--- src/hdl/tk_pkg.sv ---
// ----------------------------------------------------------------------------
// tk_pkg
// Types, constants and the ordering function of the top-k sorted list.
// ----------------------------------------------------------------------------
package tk_pkg;

  localparam int CAPACITY_DEF = 8;
  localparam logic [3:0] BUDGET_RST = 4'd8;

  localparam logic [1:0] ACT_CLEAR = 2'd0;
  localparam logic [1:0] ACT_OFFER = 2'd1;
  localparam logic [1:0] ACT_READ  = 2'd2;
  localparam logic [1:0] ACT_RSVD  = 2'd3;

  localparam logic signed [15:0] FALL_MAX = 16'sd16384;

  typedef enum logic [2:0] {
    ST_IDLE,
    ST_EV_CMP,
    ST_SH_RD,
    ST_SH_WR,
    ST_INS_RD,
    ST_INS_CMP,
    ST_OUT_RD,
    ST_OUT_WR
  } state_e;

  typedef struct packed {
    logic [1:0]         action;
    logic               enabled;
    logic               shader_valid;
    logic signed [15:0] priority_req;
    logic [31:0]        shader_id;
    logic [31:0]        entity_id;
    logic signed [15:0] radius;
    logic signed [15:0] inner_radius;
    logic signed [15:0] falloff;
    logic signed [15:0] strength;
    logic signed [15:0] spin;
    logic [1:0]         shape;
  } cand_t;

  typedef struct packed {
    logic               entry_valid;
    logic               last;
    logic signed [15:0] out_priority;
    logic [31:0]        out_shader_id;
    logic [31:0]        out_entity_id;
    logic [14:0]        out_radius;
    logic [14:0]        out_inner_radius;
    logic [14:0]        out_falloff;
    logic [14:0]        out_strength;
    logic signed [15:0] out_spin;
    logic [1:0]         out_shape;
    logic [3:0]         list_count;
  } res_t;

  typedef struct packed {
    logic [15:0] prio_b;
    logic [31:0] shader;
    logic [31:0] entity;
    logic [14:0] rad;
    logic [14:0] inner;
    logic [14:0] fall;
    logic [14:0] str;
    logic [15:0] spin;
    logic [1:0]  shape;
  } entry_t;

  // true if a sorts strictly before b
  function automatic logic ahead_of(entry_t a, entry_t b);
    return {a.prio_b, a.shader, a.entity} < {b.prio_b, b.shader, b.entity};
  endfunction

endpackage

--- src/hdl/tk_stream_if.sv ---
// ----------------------------------------------------------------------------
// tk_stream_if
// Valid/ready channel carrying one item of payload type T.
// ----------------------------------------------------------------------------
interface tk_stream_if #(parameter type T = logic);
  logic valid;
  logic ready;
  T     data;

  modport source (output valid, output data, input ready);
  modport sink   (input valid, input data, output ready);
endinterface

--- src/hdl/bounded_top_k_sorted_insert.sv ---
// ----------------------------------------------------------------------------
// bounded_top_k_sorted_insert
// Ascending list of clamped candidates, filled up to min(budget, CAPACITY).
// ----------------------------------------------------------------------------
// cand_i takes one item per action: clear, offer or read out. res_o gives
// one item per list entry on read out, ascending, last set on the final
// one; an empty list gives a single item with entry_valid low and last set.
// The list lives in one single-port-read memory with a registered read;
// every list step is a read followed by a compare and write back.
// Clear empties the list. An offer ends when rejected outright or when it
// loses to the lowest entry of a full list; otherwise the lowest entry of a
// full list is first evicted by shifting the rest down, and the offer then
// walks down from the top to find its place. Read out gives one entry at a
// time and waits while res_o is stalled; an empty list gives its single
// item directly. Budget is written through cfg_we_i / cfg_wdata_i; the user
// must do so only while the block is idle, the block does not enforce it.
// Reset empties the list and sets the budget to 8; memory contents are not
// cleared, only entries below the count are ever read.
// A stalled res_o holds its item; read out waits for the output register,
// and a read out action is not taken while a result is still waiting.
// ----------------------------------------------------------------------------
module bounded_top_k_sorted_insert #(
  parameter int CAPACITY = tk_pkg::CAPACITY_DEF
) (
  input  logic       clk_i,
  input  logic       rst_ni,
  input  logic       cfg_we_i,
  input  logic [3:0] cfg_wdata_i,
  tk_stream_if.sink   cand_i,
  tk_stream_if.source res_o
);

  localparam int CntW = $clog2(CAPACITY + 1);
  localparam int IdxW = (CAPACITY > 1) ? $clog2(CAPACITY) : 1;

  tk_pkg::entry_t mem [CAPACITY];
  tk_pkg::entry_t rd_data_q, cand_q, cand_d, wr_data;
  logic           rd_en, wr_en;
  logic [IdxW-1:0] rd_addr, wr_addr;

  tk_pkg::state_e state_q, state_d;
  logic [CntW-1:0] count_q, count_d, idx_q, idx_d, limit;
  logic [3:0]     budget_q;
  tk_pkg::res_t   res_q, res_d;
  logic           res_valid_q, res_valid_d;
  logic           out_free, in_acc, cand_ok;
  tk_pkg::cand_t  c;

  assign c        = cand_i.data;
  assign out_free = !res_valid_q || res_o.ready;
  assign cand_i.ready = (state_q == tk_pkg::ST_IDLE) &&
                        (c.action != tk_pkg::ACT_READ || out_free);
  assign in_acc   = cand_i.valid && cand_i.ready;
  assign res_o.valid = res_valid_q;
  assign res_o.data  = res_q;

  assign limit = (32'(budget_q) > CAPACITY) ? CntW'(CAPACITY) : CntW'(budget_q);
  assign cand_ok = c.enabled && c.shader_valid && (limit != '0) && (c.radius > 16'sd0);

  always_comb begin
    cand_d.prio_b = c.priority_req ^ 16'h8000;
    cand_d.shader = c.shader_id;
    cand_d.entity = c.entity_id;
    cand_d.rad    = c.radius[14:0];
    if (c.inner_radius < 16'sd0) cand_d.inner = '0;
    else if (c.inner_radius > c.radius) cand_d.inner = c.radius[14:0];
    else cand_d.inner = c.inner_radius[14:0];
    if (c.falloff < 16'sd0) cand_d.fall = '0;
    else if (c.falloff > tk_pkg::FALL_MAX) cand_d.fall = tk_pkg::FALL_MAX[14:0];
    else cand_d.fall = c.falloff[14:0];
    cand_d.str   = (c.strength < 16'sd0) ? 15'd0 : c.strength[14:0];
    cand_d.spin  = c.spin;
    cand_d.shape = c.shape;
  end

  // next state
  always_comb begin
    state_d = state_q;
    case (state_q)
      tk_pkg::ST_IDLE: begin
        if (in_acc && c.action == tk_pkg::ACT_OFFER && cand_ok)
          state_d = (count_q >= limit) ? tk_pkg::ST_EV_CMP : tk_pkg::ST_INS_RD;
        else if (in_acc && c.action == tk_pkg::ACT_READ && count_q != '0)
          state_d = tk_pkg::ST_OUT_RD;
      end
      tk_pkg::ST_EV_CMP:
        state_d = tk_pkg::ahead_of(rd_data_q, cand_q) ? tk_pkg::ST_SH_RD : tk_pkg::ST_IDLE;
      tk_pkg::ST_SH_RD:
        state_d = (idx_q < count_q) ? tk_pkg::ST_SH_WR : tk_pkg::ST_INS_RD;
      tk_pkg::ST_SH_WR:  state_d = tk_pkg::ST_SH_RD;
      tk_pkg::ST_INS_RD:
        state_d = (idx_q == '0) ? tk_pkg::ST_IDLE : tk_pkg::ST_INS_CMP;
      tk_pkg::ST_INS_CMP:
        state_d = tk_pkg::ahead_of(rd_data_q, cand_q) ? tk_pkg::ST_IDLE : tk_pkg::ST_INS_RD;
      tk_pkg::ST_OUT_RD:
        state_d = out_free ? tk_pkg::ST_OUT_WR : tk_pkg::ST_OUT_RD;
      tk_pkg::ST_OUT_WR:
        state_d = (idx_q + 1'b1 == count_q) ? tk_pkg::ST_IDLE : tk_pkg::ST_OUT_RD;
      default: state_d = tk_pkg::ST_IDLE;
    endcase
  end

  // datapath and memory control
  always_comb begin
    count_d     = count_q;
    idx_d       = idx_q;
    rd_en       = 1'b0;
    rd_addr     = '0;
    wr_en       = 1'b0;
    wr_addr     = '0;
    wr_data     = cand_q;
    res_d       = res_q;
    res_valid_d = res_valid_q && !res_o.ready;
    case (state_q)
      tk_pkg::ST_IDLE: begin
        if (in_acc) begin
          case (c.action)
            tk_pkg::ACT_CLEAR: count_d = '0;
            tk_pkg::ACT_OFFER: begin
              rd_en = 1'b1;
              idx_d = (count_q >= limit) ? CntW'(1) : count_q;
            end
            tk_pkg::ACT_READ: begin
              idx_d = '0;
              if (count_q == '0) begin
                res_d = '0;
                res_d.last = 1'b1;
                res_valid_d = 1'b1;
              end
            end
            default: ;
          endcase
        end
      end
      tk_pkg::ST_SH_RD: begin
        if (idx_q < count_q) begin
          rd_en   = 1'b1;
          rd_addr = idx_q[IdxW-1:0];
        end else begin
          count_d = count_q - 1'b1;
          idx_d   = count_q - 1'b1;
        end
      end
      tk_pkg::ST_SH_WR: begin
        wr_en   = 1'b1;
        wr_addr = IdxW'(idx_q - 1'b1);
        wr_data = rd_data_q;
        idx_d   = idx_q + 1'b1;
      end
      tk_pkg::ST_INS_RD: begin
        if (idx_q == '0) begin
          wr_en   = 1'b1;
          count_d = count_q + 1'b1;
        end else begin
          rd_en   = 1'b1;
          rd_addr = IdxW'(idx_q - 1'b1);
        end
      end
      tk_pkg::ST_INS_CMP: begin
        wr_en   = 1'b1;
        wr_addr = idx_q[IdxW-1:0];
        if (tk_pkg::ahead_of(rd_data_q, cand_q)) begin
          count_d = count_q + 1'b1;
        end else begin
          wr_data = rd_data_q;
          idx_d   = idx_q - 1'b1;
        end
      end
      tk_pkg::ST_OUT_RD: begin
        if (out_free) begin
          rd_en   = 1'b1;
          rd_addr = idx_q[IdxW-1:0];
        end
      end
      tk_pkg::ST_OUT_WR: begin
        res_d.entry_valid      = 1'b1;
        res_d.last             = (idx_q + 1'b1 == count_q);
        res_d.out_priority     = rd_data_q.prio_b ^ 16'h8000;
        res_d.out_shader_id    = rd_data_q.shader;
        res_d.out_entity_id    = rd_data_q.entity;
        res_d.out_radius       = rd_data_q.rad;
        res_d.out_inner_radius = rd_data_q.inner;
        res_d.out_falloff      = rd_data_q.fall;
        res_d.out_strength     = rd_data_q.str;
        res_d.out_spin         = rd_data_q.spin;
        res_d.out_shape        = rd_data_q.shape;
        res_d.list_count       = 4'(count_q);
        res_valid_d            = 1'b1;
        idx_d                  = idx_q + 1'b1;
      end
      default: ;
    endcase
  end

  always_ff @(posedge clk_i) begin
    if (wr_en) mem[wr_addr] <= wr_data;
    if (rd_en) rd_data_q <= mem[rd_addr];
  end

  always_ff @(posedge clk_i) begin
    if (in_acc) cand_q <= cand_d;
    res_q <= res_d;
    idx_q <= idx_d;
  end

  always_ff @(posedge clk_i or negedge rst_ni) begin
    if (!rst_ni) begin
      state_q     <= tk_pkg::ST_IDLE;
      count_q     <= '0;
      budget_q    <= tk_pkg::BUDGET_RST;
      res_valid_q <= 1'b0;
    end else begin
      state_q     <= state_d;
      count_q     <= count_d;
      res_valid_q <= res_valid_d;
      if (cfg_we_i) budget_q <= cfg_wdata_i;
    end
  end

endmodule

--- src/flat_wrapper.sv ---
// flat-port wrapper written by rule: the top's interface ports become plain ports
module bounded_top_k_sorted_insert_flat 
#(
  parameter int CAPACITY = tk_pkg::CAPACITY_DEF
)
  (clk_i, rst_ni, cfg_we_i, cfg_wdata_i, cand_i_valid, cand_i_data, cand_i_ready, res_o_valid, res_o_data, res_o_ready);
  tk_stream_if #(.T(tk_pkg::cand_t)) cand_i_i ();
  tk_stream_if #(.T(tk_pkg::res_t)) res_o_i ();
  input  logic clk_i;
  input  logic rst_ni;
  input  logic cfg_we_i;
  input  logic [3:0] cfg_wdata_i;
  input wire logic [$bits(cand_i_i.valid)-1:0] cand_i_valid;
  input wire logic [$bits(cand_i_i.data)-1:0] cand_i_data;
  output wire logic [$bits(cand_i_i.ready)-1:0] cand_i_ready;
  output wire logic [$bits(res_o_i.valid)-1:0] res_o_valid;
  output wire logic [$bits(res_o_i.data)-1:0] res_o_data;
  input wire logic [$bits(res_o_i.ready)-1:0] res_o_ready;
  assign cand_i_i.valid = cand_i_valid;
  assign cand_i_i.data = cand_i_data;
  assign cand_i_ready = cand_i_i.ready;
  assign res_o_valid = res_o_i.valid;
  assign res_o_data = res_o_i.data;
  assign res_o_i.ready = res_o_ready;
  bounded_top_k_sorted_insert #(.CAPACITY(CAPACITY)) u_core (.clk_i(clk_i), .rst_ni(rst_ni), .cfg_we_i(cfg_we_i), .cfg_wdata_i(cfg_wdata_i), .cand_i(cand_i_i), .res_o(res_o_i));
endmodule
--- config.mk ---
export PLATFORM = sky130hd
export DESIGN_NAME = bounded_top_k_sorted_insert_flat
export DESIGN_NICKNAME = d
export VERILOG_FILES = /design/src/hdl/tk_pkg.sv /design/src/hdl/tk_stream_if.sv /design/src/hdl/bounded_top_k_sorted_insert.sv /design/src/flat_wrapper.sv
export SDC_FILE = /design/constraint.sdc
export NUM_CORES = 2
export LEC_CHECK = 0
export BUFFER_PORTS_ARGS = -buffer_cell sky130_fd_sc_hd__buf_4
export CORE_ASPECT_RATIO = 0.7
export CORE_MARGIN = 5
export CORE_UTILIZATION = 25
export DETAILED_ROUTE_END_ITERATION = 6
export GPL_ROUTABILITY_DRIVEN = 0
export GPL_TIMING_DRIVEN = 1
export HOLD_SLACK_MARGIN = 0.02
export PLACE_DENSITY = 0.48
export SLEW_MARGIN = 25
export SYNTH_ARGS = -nofsm -noshare
export SYNTH_HDL_FRONTEND = slang
export SYNTH_SLANG_ARGS = --single-unit
--- constraint.sdc ---
create_clock -name clk_i -period 39.5 [get_ports clk_i]
set_clock_uncertainty 0.15 [all_clocks]
set_input_delay 5.925 -clock clk_i [delete_from_list [all_inputs] [get_ports clk_i]]
set_output_delay 5.925 -clock clk_i [all_outputs]
set_load 0.1 [all_outputs]
==> impl_metrics.yaml <==
route:
  met1_wirelength_mm: 101
  route.top_layer_used: "met4"
  wl_mm: 228
  routed-via-count: 44050
  length_of_routed_met3_wiring_mm: 14.5
  drt-initial-drc-count: 3967
  drt.antenna.violating_nets: 0
  drc_errors: 0
  detail_route.wl_per_cell_um: 24.6
  viasPerCell: 4.76
  detailroute.wirelength.met2_mm: 107
  dr.pass1.iters: 6
worst_setup_path:
  critPathSlowestCell: "sky130_fd_sc_hd__buf_4"
  worstPathMaxFanout: 3
  critical-path-max-stage-delay_ns: 0.35
  cp_common_cell: "sky130_fd_sc_hd__buf_4"
  worstPathCellList: "buf_4, inv_1, ha_1, a31oi_1, buf_4"
  worstSetupEndpointType: "output port"
  critPathArrivalTime_ns: 6.95
  timing.critical_path.required_ns: 33.42
  critPathKind: "in2out"
  start_kind: "input port"
timing:
  rsz0062_at_grt: "false"
  setup_slack_ns: 26.48
  whs_ns: 0.408
  slew_violations: 0
  fin_crit_sh_pct: 33.0
  setup_total_negative_slack_ns: 0
  slew-limit-headroom_pct: 28.4
  finalWorstPathRequiredPeriod_ns: 13.02
  clock.fmax_mhz: 76.8
  final-setup-viol-count: 0
  report.final.hold_viol_count: 0
  worstMarginPinSlew_ns: 1.07
flow_run:
  timing.max_cap.violations: 0
floorplan:
  dieArea_um2: 307000
  rows: 167
  die_h_um: 465
  die_width_um: 660
  core_um2: 295000
  number_of_primary_i_o_pins: 341
  start_util_pct: 25.0
power_and_ir_drop:
  vdd.ir_drop.worst_v: 0.000108
  p_per_area_nw_per_um2: 88.3
  p_leak_uw: 0.0285
clocking:
  cts_sinks: 1760
  cts_tree: "yes"
  cts_hold_repair.buffers: 0
  postCtsSetupRepairBufs: 0
  cts_root_buffer: "sky130_fd_sc_hd__clkbuf_16"
  clkLatencyLatePin_ns: 0.86
  ctsLongestPathBuffers: 4
  clk_pin_slew_ns: 0.06
  tritoncts.num_buffers: 188
  htree_levels: 4
  ctsResizeCount: 0
synth:
  netlist.area_leader.share_pct: 71.1
  most_area_consuming_cells_after_synthesis: "sky130_fd_sc_hd__edfxtp_1 71%, sky130_fd_sc_hd__mux2i_1 6.7%, sky130_fd_sc_hd__nand2_1 2.5%"
  postSynthAreaPerCell_um2: 15.3
  synth_enable_flop_cells: 1748
  yosys_warnings: 0
  asyncSetResetFlopFracSynth_pct: 0.682
  post_synth_top_flop: "sky130_fd_sc_hd__edfxtp_1"
  netlist_area_um2: 73800
  synth-seq-area-share_pct: 71.5
  ys_types: 72
  synth-seq-cells: 1760
  synthesis.instances: 4827
  synth.net_count: 5113
  synth_largest_area_cell: "sky130_fd_sc_hd__edfxtp_1"
global_route:
  grt_pass1_vias: 43750
  global_route_usage_over_all_layers_pct: 14.2
  total_global_routing_overflow: 0
  grt_max_degree: 127
  grt_antenna_before_repair: 7
  grt_pass1_wl_mm: 322
layout:
  commonest_non_fill_non_tap_cells_in_the_layout: "1748 x sky130_fd_sc_hd__edfxtp_1, 497 x sky130_fd_sc_hd__nand2_1, 492 x sky130_fd_sc_hd__mux2i_1"
  final_net_count: 5421
  area_growth_pct: 17.7
  final_common_cell: "sky130_fd_sc_hd__edfxtp_1"
  post_route_standard_cell_area_excluding_fillers_um2: 86900
  share_of_layout_cells_above_drive_strength_1_pct: 15.0
  postLayoutCoreUtil_pct: 29.4
place:
  detailed_place.area_um2: 80900
  dp_slack_ns: 26.47
  post_detailed_placement_half_perimeter_wirelength_mm: 126
  numPortBuffers: 340
hold_path:
  worst_hold_path_type: "reg2reg"
outcome:
  outcome: "finished clean"
logic make-up after synthesis:
family,after synthesis,share of synthesized area [%]
DFF,1760,71.5
and+or+nand+nor,1038,6.66
AOI/OAI and AO/OA,984,10.6
muxes,495,6.71
buffers and inverters,433,2.59
adders and majority gates,111,1.88
xor gates and xnor gates,6,0.0712
metrics by stage:
stage,instances,total power [uW]
5_1_grt,9247,8060
4_1_cts,9246,7760
3_5_place_dp,8916,5980
2_1_floorplan,4827,5020
6_report,9249,7680
3_3_place_gp,8916,5930
flip-flops by register name, indices dropped and copies added, names as in the netlist:
name                count
u_core.budget_q         4
u_core.count_q          4
u_core.res_o.data     164
u_core.mem           1264
u_core.cand_q         158
u_core.idx_q            4
u_core.state_q          3
u_core.rd_data_q      158
u_core.res_o.valid      1
synth_stat cells (4+ instances only):
master / number
sky130_fd_sc_hd__nand4_1: 20
sky130_fd_sc_hd__nand2b_1: 49
sky130_fd_sc_hd__buf_1: 21
sky130_fd_sc_hd__o21ai_1: 4
sky130_fd_sc_hd__o21ai_0: 159
sky130_fd_sc_hd__and2_1: 168
sky130_fd_sc_hd__a22o_1: 4
sky130_fd_sc_hd__a221oi_1: 109
sky130_fd_sc_hd__a221oi_2: 54
sky130_fd_sc_hd__o22ai_1: 77
sky130_fd_sc_hd__mux2i_1: 492
sky130_fd_sc_hd__nor3_1: 17
sky130_fd_sc_hd__clkbuf_1: 152
sky130_fd_sc_hd__nor4_1: 13
sky130_fd_sc_hd__a21o_1: 8
sky130_fd_sc_hd__nor2b_1: 103
sky130_fd_sc_hd__nand2_1: 498
sky130_fd_sc_hd__a32o_1: 158
sky130_fd_sc_hd__o211ai_1: 9
sky130_fd_sc_hd__a21oi_1: 167
sky130_fd_sc_hd__buf_4: 18
sky130_fd_sc_hd__inv_1: 121
sky130_fd_sc_hd__ha_1: 111
sky130_fd_sc_hd__o2111ai_1: 7
sky130_fd_sc_hd__edfxtp_1: 1748
sky130_fd_sc_hd__a2bb2oi_1: 71
sky130_fd_sc_hd__a211oi_1: 9
sky130_fd_sc_hd__a221o_1: 111
sky130_fd_sc_hd__nor2_1: 103
sky130_fd_sc_hd__buf_6: 10
sky130_fd_sc_hd__nand3_1: 56
sky130_fd_sc_hd__buf_2: 107
sky130_fd_sc_hd__a31oi_1: 6
sky130_fd_sc_hd__dfrtp_1: 11
final timing paths:
| path | startpoint | to | slack, ns | depth (start not counted) |
|---|---|---|---|---|
| max in group asynchronous | rst_ni | u_core.budget_q[3] | 34.21 | 1 |
| worst max register to register | u_core.idx_q[0] | u_core.rd_data_q[89] | 32.60 | 14 |
| worst min-delay path | u_core.budget_q[0] | u_core.budget_q[0] | 0.41 | 1 |
| min in group asynchronous | rst_ni | u_core.count_q[0] | 4.76 | 1 |
| worst min register to register | u_core.budget_q[0] | u_core.budget_q[0] | 0.41 | 1 |
| worst max-delay path | cand_i_data[164] | cand_i_ready | 26.48 | 5 |
where the power goes:
group	total (uW)	switching, uW	internal (uW)
Combinational	2890	2000	885
Clock	1750	754	1000
Sequential	3030	223	2810
worst max-delay path, delay by kind of cell:
family          cells  cell delay [ns]
buf+inv             3             0.50
compound gates      1             0.28
fa+ha+maj           1             0.24
area by class of cell:
class / instances / area (um^2)
clock inverter: 114 / 1120
fill: 29386 / 208000
tap: 3971 / 4970
inverter: 123 / 467
antenna: 3 / 7.51
multi-input combinational: 2634 / 19400
clock buffer: 216 / 4850
sequential: 1760 / 52800
timing repair buffer: 428 / 3310
routing by layer:
metal / vias up / global-route usage (%)
met2: 1444 / 23.1
li1: 19557 / -
met1: 22761 / 19.7
met3: 288 / 2.70
met5: - / 0
met4: 0 / 3.42
Note: power is estimated with default switching activity, not from simulation.
